**config.mk**
```make
export PLATFORM = sky130hd
export DESIGN_NAME = command_field_parser
export DESIGN_NICKNAME = d
export VERILOG_FILES = /design/src/hw/rtl/cmdp_pkg.sv /design/src/hw/rtl/command_field_parser.sv
export SDC_FILE = /design/constraint.sdc
export NUM_CORES = 1
export LEC_CHECK = 0
export ABC_AREA = 1
export BUFFER_PORTS_ARGS = -buffer_cell sky130_fd_sc_hd__buf_4
export CORE_ASPECT_RATIO = 1.75
export CORE_MARGIN = 5
export CORE_UTILIZATION = 50
export DETAILED_ROUTE_END_ITERATION = 16
export PLACE_DENSITY = 0.81
export SLEW_MARGIN = 20
export SYNTH_ARGS = -nofsm -noshare
export SYNTH_HDL_FRONTEND = slang
export SYNTH_SLANG_ARGS = --single-unit
```
**constraint.sdc**
```tcl
create_clock -name clock -period 2.7 [get_ports clock]
set_input_delay 0.27 -clock clock [delete_from_list [all_inputs] [get_ports clock]]
set_output_delay 0.27 -clock clock [all_outputs]
set_load 0.01 [all_outputs]
```
**src/hw/rtl/cmdp_pkg.sv**
```systemverilog
// ----------------------------------------------------------------------------
// cmdp_pkg
// Shared types and constants for the command field parser.
// ----------------------------------------------------------------------------
package cmdp_pkg;

   localparam logic [7:0] CHAR_HASH   = 8'h23;
   localparam logic [7:0] CHAR_COMMA  = 8'h2C;
   localparam logic [7:0] CHAR_PERIOD = 8'h2E;
   localparam logic [7:0] CHAR_ZERO   = 8'h30;
   localparam logic [7:0] CHAR_NINE   = 8'h39;

   localparam logic [30:0] VALUE_MAX = 31'h7FFF_FFFF;

   typedef enum logic [1:0] {
      ST_OK       = 2'd0,
      ST_SYNTAX   = 2'd1,
      ST_TOO_MANY = 2'd2
   } status_type;

   typedef enum logic {
      KIND_FIELD   = 1'b0,
      KIND_SUMMARY = 1'b1
   } kind_type;

   typedef struct packed {
      kind_type    kind;
      logic [3:0]  field_index;
      logic [30:0] field_value;
      logic [4:0]  field_count;
      status_type  status;
      logic        last;
   } result_type;

endpackage

```
**src/hw/rtl/command_field_parser.sv**
```systemverilog
// ----------------------------------------------------------------------------
// command_field_parser
// Byte-serial parser for text commands of the form #f0,f1,...,fn.
//
// Channel | Direction | Payload
// req     | in        | tdata: char_in; tlast: end_of_command
// rsp     | out       | tdata: field_index, field_value, field_count, status;
//         |           | tuser: item_kind; tlast: last_of_run
//
// One byte is parsed per cycle while req_tready is high, in the accepting
// cycle itself; its zero, one or two results enter a four-entry queue and
// leave one per cycle while rsp_tready is high. One-result bytes sustain one
// transaction per cycle; a byte that ends a field and the command yields two.
// req_tready is registered and is high while at least two queue entries are
// free. Reset is synchronous and returns the parser to the start of a command
// and empties the queue. Output stalls back up only through the queue.
// ----------------------------------------------------------------------------
module command_field_parser
   import cmdp_pkg::*;
#(
   parameter int MAX_FIELDS = 16
) (
   input  logic        clock,
   input  logic        reset,
   input  logic        req_tvalid,
   output logic        req_tready,
   input  logic [7:0]  req_tdata,   // [7:0] char_in
   input  logic        req_tlast,   // end_of_command
   output logic        rsp_tvalid,
   input  logic        rsp_tready,
   output logic [47:0] rsp_tdata,   // [3:0] field_index, [34:4] field_value,
                                    // [39:35] field_count, [41:40] status
   output logic        rsp_tuser,   // item_kind
   output logic        rsp_tlast    // last_of_run
);

   localparam int FW = $clog2(MAX_FIELDS + 1);
   localparam logic [FW-1:0] FIELDS_LIMIT = FW'(MAX_FIELDS);

   logic          at_start_ff, at_start_in;
   logic          start_valid_ff, start_valid_in;
   logic [30:0]   value_ff, value_in;
   logic [FW-1:0] done_ff, done_in;
   logic          overflow_ff, overflow_in;

   result_type    queue_ff [4];
   logic [1:0]    wr_ptr_ff, rd_ptr_ff;
   logic [2:0]    count_ff, count_in;
   logic          ready_ff;

   logic          accept, pop;
   logic          first, is_digit, is_sep, emit_field, syntax_ok;
   logic [34:0]   value_next;
   logic [6:0]    done_ext, done_in_ext;
   result_type    res0, res1;
   logic [1:0]    n_res;
   logic [1:0]    wr_ptr_next;

   assign accept   = req_tvalid && ready_ff;
   assign pop      = rsp_tvalid && rsp_tready;
   assign first    = at_start_ff;
   assign is_digit = (req_tdata >= CHAR_ZERO) && (req_tdata <= CHAR_NINE);
   assign is_sep   = (req_tdata == CHAR_COMMA) || (req_tdata == CHAR_PERIOD);
   assign emit_field = !first && is_sep && (done_ff < FIELDS_LIMIT);
   assign value_next = {value_ff, 3'b000} + {3'b000, value_ff, 1'b0}
                     + {31'd0, req_tdata[3:0]};
   assign done_ext    = 7'(done_ff);
   assign done_in_ext = 7'(done_in);
   assign syntax_ok   = start_valid_ff && !first && (req_tdata == CHAR_PERIOD);

   always_comb begin
      at_start_in    = at_start_ff;
      start_valid_in = start_valid_ff;
      value_in       = value_ff;
      done_in        = done_ff;
      overflow_in    = overflow_ff;
      if (first) begin
         start_valid_in = (req_tdata == CHAR_HASH);
         at_start_in    = 1'b0;
      end else if (is_digit) begin
         value_in = (value_next > 35'(VALUE_MAX)) ? VALUE_MAX : value_next[30:0];
      end else if (is_sep) begin
         if (emit_field) begin
            done_in = done_ff + FW'(1);
         end else begin
            overflow_in = 1'b1;
         end
         value_in = '0;
      end
   end

   always_comb begin
      res0 = '0;
      res1 = '0;
      res0.kind        = KIND_FIELD;
      res0.field_index = done_ext[3:0];
      res0.field_value = value_ff;
      res0.last        = !req_tlast;
      res1.kind        = KIND_SUMMARY;
      res1.field_count = syntax_ok ? done_in_ext[4:0] : 5'd0;
      res1.status      = !syntax_ok ? ST_SYNTAX : (overflow_in ? ST_TOO_MANY : ST_OK);
      res1.last        = 1'b1;
      n_res            = 2'(emit_field) + 2'(req_tlast);
      if (!emit_field) begin
         res0 = res1;
      end
   end

   assign wr_ptr_next = wr_ptr_ff + 2'd1;

   always_comb begin
      count_in = count_ff;
      if (accept) begin
         count_in = count_in + 3'(n_res);
      end
      if (pop) begin
         count_in = count_in - 3'd1;
      end
   end

   always_ff @(posedge clock) begin
      if (reset) begin
         at_start_ff    <= 1'b1;
         start_valid_ff <= 1'b0;
         value_ff       <= '0;
         done_ff        <= '0;
         overflow_ff    <= 1'b0;
         wr_ptr_ff      <= '0;
         rd_ptr_ff      <= '0;
         count_ff       <= '0;
         ready_ff       <= 1'b0;
      end else begin
         if (accept) begin
            if (req_tlast) begin
               at_start_ff    <= 1'b1;
               start_valid_ff <= 1'b0;
               value_ff       <= '0;
               done_ff        <= '0;
               overflow_ff    <= 1'b0;
            end else begin
               at_start_ff    <= at_start_in;
               start_valid_ff <= start_valid_in;
               value_ff       <= value_in;
               done_ff        <= done_in;
               overflow_ff    <= overflow_in;
            end
            wr_ptr_ff <= wr_ptr_ff + n_res;
         end
         if (pop) begin
            rd_ptr_ff <= rd_ptr_ff + 2'd1;
         end
         count_ff <= count_in;
         ready_ff <= (count_in <= 3'd2);
      end
   end

   always_ff @(posedge clock) begin
      if (accept && (n_res != 2'd0)) begin
         queue_ff[wr_ptr_ff] <= res0;
         if (n_res == 2'd2) begin
            queue_ff[wr_ptr_next] <= res1;
         end
      end
   end

   assign req_tready = ready_ff;
   assign rsp_tvalid = (count_ff != 3'd0);
   assign rsp_tuser  = queue_ff[rd_ptr_ff].kind;
   assign rsp_tlast  = queue_ff[rd_ptr_ff].last;
   assign rsp_tdata  = {6'd0,
                        queue_ff[rd_ptr_ff].status,
                        queue_ff[rd_ptr_ff].field_count,
                        queue_ff[rd_ptr_ff].field_value,
                        queue_ff[rd_ptr_ff].field_index};

   a_count_bound: assert property (@(posedge clock) disable iff (reset)
      count_ff <= 3'd4)
      else $error("result queue count beyond depth");

   a_ready_room: assert property (@(posedge clock) disable iff (reset)
      ready_ff |-> (count_ff <= 3'd2))
      else $error("input ready without room for two results");

   a_fields_bound: assert property (@(posedge clock) disable iff (reset)
      done_ff <= FIELDS_LIMIT)
      else $error("field count beyond maximum");

   a_restart: assert property (@(posedge clock) disable iff (reset)
      (accept && req_tlast) |=> (at_start_ff && (done_ff == '0)))
      else $error("parser did not return to start after end of command");

   a_ptr_gap: assert property (@(posedge clock) disable iff (reset)
      (count_ff == 3'd0) |-> (wr_ptr_ff == rd_ptr_ff))
      else $error("queue pointers disagree with empty count");

endmodule

```
==> flow_metrics.env <==
export IMPL_run_status="complete, but fails checks"
export IMPL_violated_checks="negative setup slack"
export IMPL_gp_routability_congestion=1.00
export IMPL_synth_top_flop_cell="sky130_fd_sc_hd__dfxtp_1"
export IMPL_dr_pass1_iters=5
export IMPL_die_outline_area_sq_mm=0.0269
export IMPL_synthArstFlopShare_pct=0
export IMPL_detail_route_wirelength_um=34200
export IMPL_place_area_sq_mm=0.0130
export IMPL_rows=74
export IMPL_cell_variety_after_synth=36
export IMPL_post_route_cells_drive_above_1_share_pct=14.6
export IMPL_first_global_vias=11500
export IMPL_critical_path_max_fanout=3
export IMPL_layout_nets=1829
export IMPL_via_per_inst=5.59
export IMPL_syn_instance_count=1646
export IMPL_yosys_area_top_type="sky130_fd_sc_hd__dfxtp_1"
export IMPL_commonest_cells_in_the_netlist="sky130_fd_sc_hd__nand2_1 (469), sky130_fd_sc_hd__o21ai_0 (243), sky130_fd_sc_hd__dfxtp_1 (197)"
export IMPL_setup_tns_ps=-557
export IMPL_netlist_area_sq_mm=0.0118
export IMPL_vdd_ir_drop_worst_mv=0.465
export IMPL_fin_skew_ps=11.9
export IMPL_totalPowerFinal_mw=8.47
export IMPL_synth_largest_type_area_fraction_pct=33.4
export IMPL_hold_buffers=0
export IMPL_max_slew_margin_pct=52.9
export IMPL_worst_setup_path_end_kind="register"
export IMPL_htreeDepth=1
export IMPL_tritoncts="yes"
export IMPL_detailed_place_hpwl_um=23300
export IMPL_layout_worst_path_cycle_share_pct=104
export IMPL_cpPeakStageDelay_ps=580
export IMPL_grt_util_all_layers_pct=24.6
export IMPL_critical_path_top_delay_family="adder cells"
export IMPL_post_route_min_period_ps=2800
export IMPL_timing_critical_path_mode_cell="sky130_fd_sc_hd__nand2_1"
export IMPL_worst_r2r_cell_count=15
export IMPL_grt_antenna_before_repair=0
export IMPL_cts_buffers_inserted=18
export IMPL_grt_pass1_wl_um=54700
export IMPL_place_detailed_instances=2019
export IMPL_die_w_um=126
export IMPL_timing_critical_path_depth=15
export IMPL_start_util_pct=50.5
export IMPL_number_of_enable_flip_flop_cells_after_synthesis=28
export IMPL_crit_end="value_ff[29]"
export IMPL_critical_path_slowest_cell="sky130_fd_sc_hd__o21ai_0"
export IMPL_seq_total_area_yosys_pct=40.6
export IMPL_synth_seq_cells=225
export IMPL_clk_pin_slew_ps=70
export IMPL_die_height_um=213
export IMPL_clock_latency_of_the_later_clocked_register_in_the_worst_skew_pair_ps=490
export IMPL_final_core_util_pct=59.4
export IMPL_leakage_nw=6.32
export IMPL_synth_most_common_cell="sky130_fd_sc_hd__nand2_1"
export IMPL_ff2ff_setup_slack_ps=-100
export IMPL_start_kind="register"
export IMPL_final_hold_violation_count=0
export IMPL_setup_ws_ps=-97.3
export IMPL_gr_total_overflow=0
export IMPL_worst_r2r_startpoint="value_ff[2]"
export IMPL_avgSynthCellArea_sq_um=7.16
export IMPL_grt_start_max_net_pins=89
export IMPL_dr_total_vias=11500
export IMPL_critical_path_buf_inv_count=2
export IMPL_drv_slew=0
export IMPL_remaining_drc_errors=0
export IMPL_antenna_viol_nets_final=0
export IMPL_port_buffers=58
export IMPL_critPathLaunch="value_ff[2]"
export IMPL_setup_violations_final=27
export IMPL_drt_iter0_markers=866
export IMPL_synth_area_leaders="sky130_fd_sc_hd__dfxtp_1 (33%), sky130_fd_sc_hd__nand2_1 (15%), sky130_fd_sc_hd__o21ai_0 (10%)"
export IMPL_instances_no_fill=2060
export IMPL_clk_root_buffer_cell="sky130_fd_sc_hd__clkbuf_16"
export IMPL_clockBufferDepth=3
export IMPL_wl_per_cell_um=16.6
export IMPL_syn_to_final_growth_pct=17.6
export IMPL_required_ps=3110
export IMPL_timing_setup_critical_path_class="reg -> reg"
export IMPL_rsz0062_at_grt="yes"
export IMPL_max_cap_viol_count=0
export IMPL_floorplan_core_area_sq_mm=0.0233
export IMPL_fmax_mhz=357
export IMPL_hold_path_class="in -> reg"
export IMPL_synthesis_yosys_warnings=0
export IMPL_cts_num_sinks=225
export IMPL_cp_cell_sequence="inv_2, fa_1, inv_1, ha_1, nand2_1, nand2_2, nand3_2, a21oi_1, o21ai_0, nand2_1, nand2_1, nand2_1, nand3_2, nand2_1, a21oi_1"
export IMPL_transition_time_of_the_tightest_slew_check_pin_ps=699
export IMPL_ios=65
export IMPL_reg2reg_to="value_ff[29]"
export IMPL_final_cell_area_sq_mm=0.0139
export IMPL_insertedDiodeCount=0
export IMPL_worst_endpoint_arrival_ps=3210
export IMPL_cellPowerDensity_mw_per_mm2=610
==> metrics by stage <==
step / setup WS (ps) / hold slack (ps)
after detailed placement: -218 / 438
after floorplan: 3.17 / 421
final: -97.3 / 150
after CTS: -37.5 / 128
after global placement: -148 / 432
after global routing: -187 / 142
==> tightest hold or removal path: stages <==
cell	delay, ps
sky130_fd_sc_hd__buf_4	80
sky130_fd_sc_hd__nor2_1	50
sky130_fd_sc_hd__nand4_1	110
sky130_fd_sc_hd__a21oi_1	70
==> final cells by class <==
cell class | count | area (sq um)
inverter | 126 | 473
timing repair buffer | 150 | 1340
clock inverter | 9 | 124
multi-input combinational | 1223 | 6270
fill | 2080 | 9460
tap | 304 | 380
clock buffer | 23 | 490
sequential | 225 | 4790
==> worst min-delay path by stage <==
stage / startpoint / end / depth (start not counted)
4_1_cts: req_tdata[4] / start_valid_ff / 4
5_1_grt: req_tdata[0] / start_valid_ff / 3
6_report: req_tdata[4] / start_valid_ff / 4
3_5_place_dp: overflow_ff / overflow_ff / 2
3_3_place_gp: queue_ff[1][14] / queue_ff[1][14] / 2
2_1_floorplan: overflow_ff / overflow_ff / 2
==> flip-flops by register name, summed over array words and instances (netlist names), named ones only <==
signal and flops:
queue_ff 176, value_ff 31, at_start_ff 1, start_valid_ff 1, rd_ptr_ff 2, overflow_ff 1, count_ff 3, done_ff 5
req_tready 1, wr_ptr_ff 2
==> power by group <==
group | switching, mW | leakage, nW | internal [mW] | total [mW]
logic | 1.32 | 4.16 | 0.825 | 2.15
registers | 0.0685 | 1.86 | 3.48 | 3.55
clock network | 1.19 | 0.299 | 1.59 | 2.77
==> routing by layer <==
layer | global-route usage, % | wire length (um) | vias to the layer above
li1 | - | - | 5560
met1 | 26.4 | 12500 | 5407
met2 | 46.0 | 17700 | 432
met3 | 2.23 | 1860 | 122
met4 | 15.4 | 2110 | 0
met5 | 0 | 0 | -
==> logic make-up (layout without fill, tap and decap cells) <==
family | after synthesis | count (layout) | synth area share, %
simple gates | 749 | 749 | 25.9
compound gates | 373 | 373 | 16.7
flops | 225 | 225 | 40.6
buf+inv | 203 | 308 | 7.26
fa+ha+maj | 72 | 72 | 7.83
xor+xnor | 23 | 23 | 1.71
other cells | 1 | 6 | 0.0318
==> cells in the final DEF, fill, tap and decap left out, types with 3 or more instances in the layout <==
cell type,n
sky130_fd_sc_hd__nand3_2,15
sky130_fd_sc_hd__o21ai_2,4
sky130_fd_sc_hd__edfxtp_1,28
sky130_fd_sc_hd__o21ai_0,242
sky130_fd_sc_hd__inv_2,11
sky130_fd_sc_hd__xor2_1,7
sky130_fd_sc_hd__nor3_2,6
sky130_fd_sc_hd__nor3_1,3
sky130_fd_sc_hd__a21oi_1,66
sky130_fd_sc_hd__o21bai_1,6
sky130_fd_sc_hd__clkbuf_16,20
sky130_fd_sc_hd__xnor2_1,16
sky130_fd_sc_hd__nand2_2,17
sky130_fd_sc_hd__nand3b_1,3
sky130_fd_sc_hd__buf_4,133
sky130_fd_sc_hd__bufinv_16,3
sky130_fd_sc_hd__nand4_1,8
sky130_fd_sc_hd__buf_12,12
sky130_fd_sc_hd__nand2_1,459
sky130_fd_sc_hd__dfxtp_2,7
sky130_fd_sc_hd__a21oi_2,5
sky130_fd_sc_hd__nand3_1,36
sky130_fd_sc_hd__dfxtp_1,190
sky130_fd_sc_hd__ha_1,67
sky130_fd_sc_hd__clkbuf_1,4
sky130_fd_sc_hd__clkinv_1,7
sky130_fd_sc_hd__inv_1,111
sky130_fd_sc_hd__nor2_2,11
sky130_fd_sc_hd__nor2_1,188
sky130_fd_sc_hd__o22ai_1,44
sky130_fd_sc_hd__o21ai_1,3
sky130_fd_sc_hd__conb_1,6
==> repair_timing <==
item                       in CTS  in global routing
setup endpoints to repair      31                 31
pin swaps                       0                  6
buffers inserted                5                  1
resized for setup              23                 14
gates cloned                    4                  0
Power figures use the tool's default switching activity.
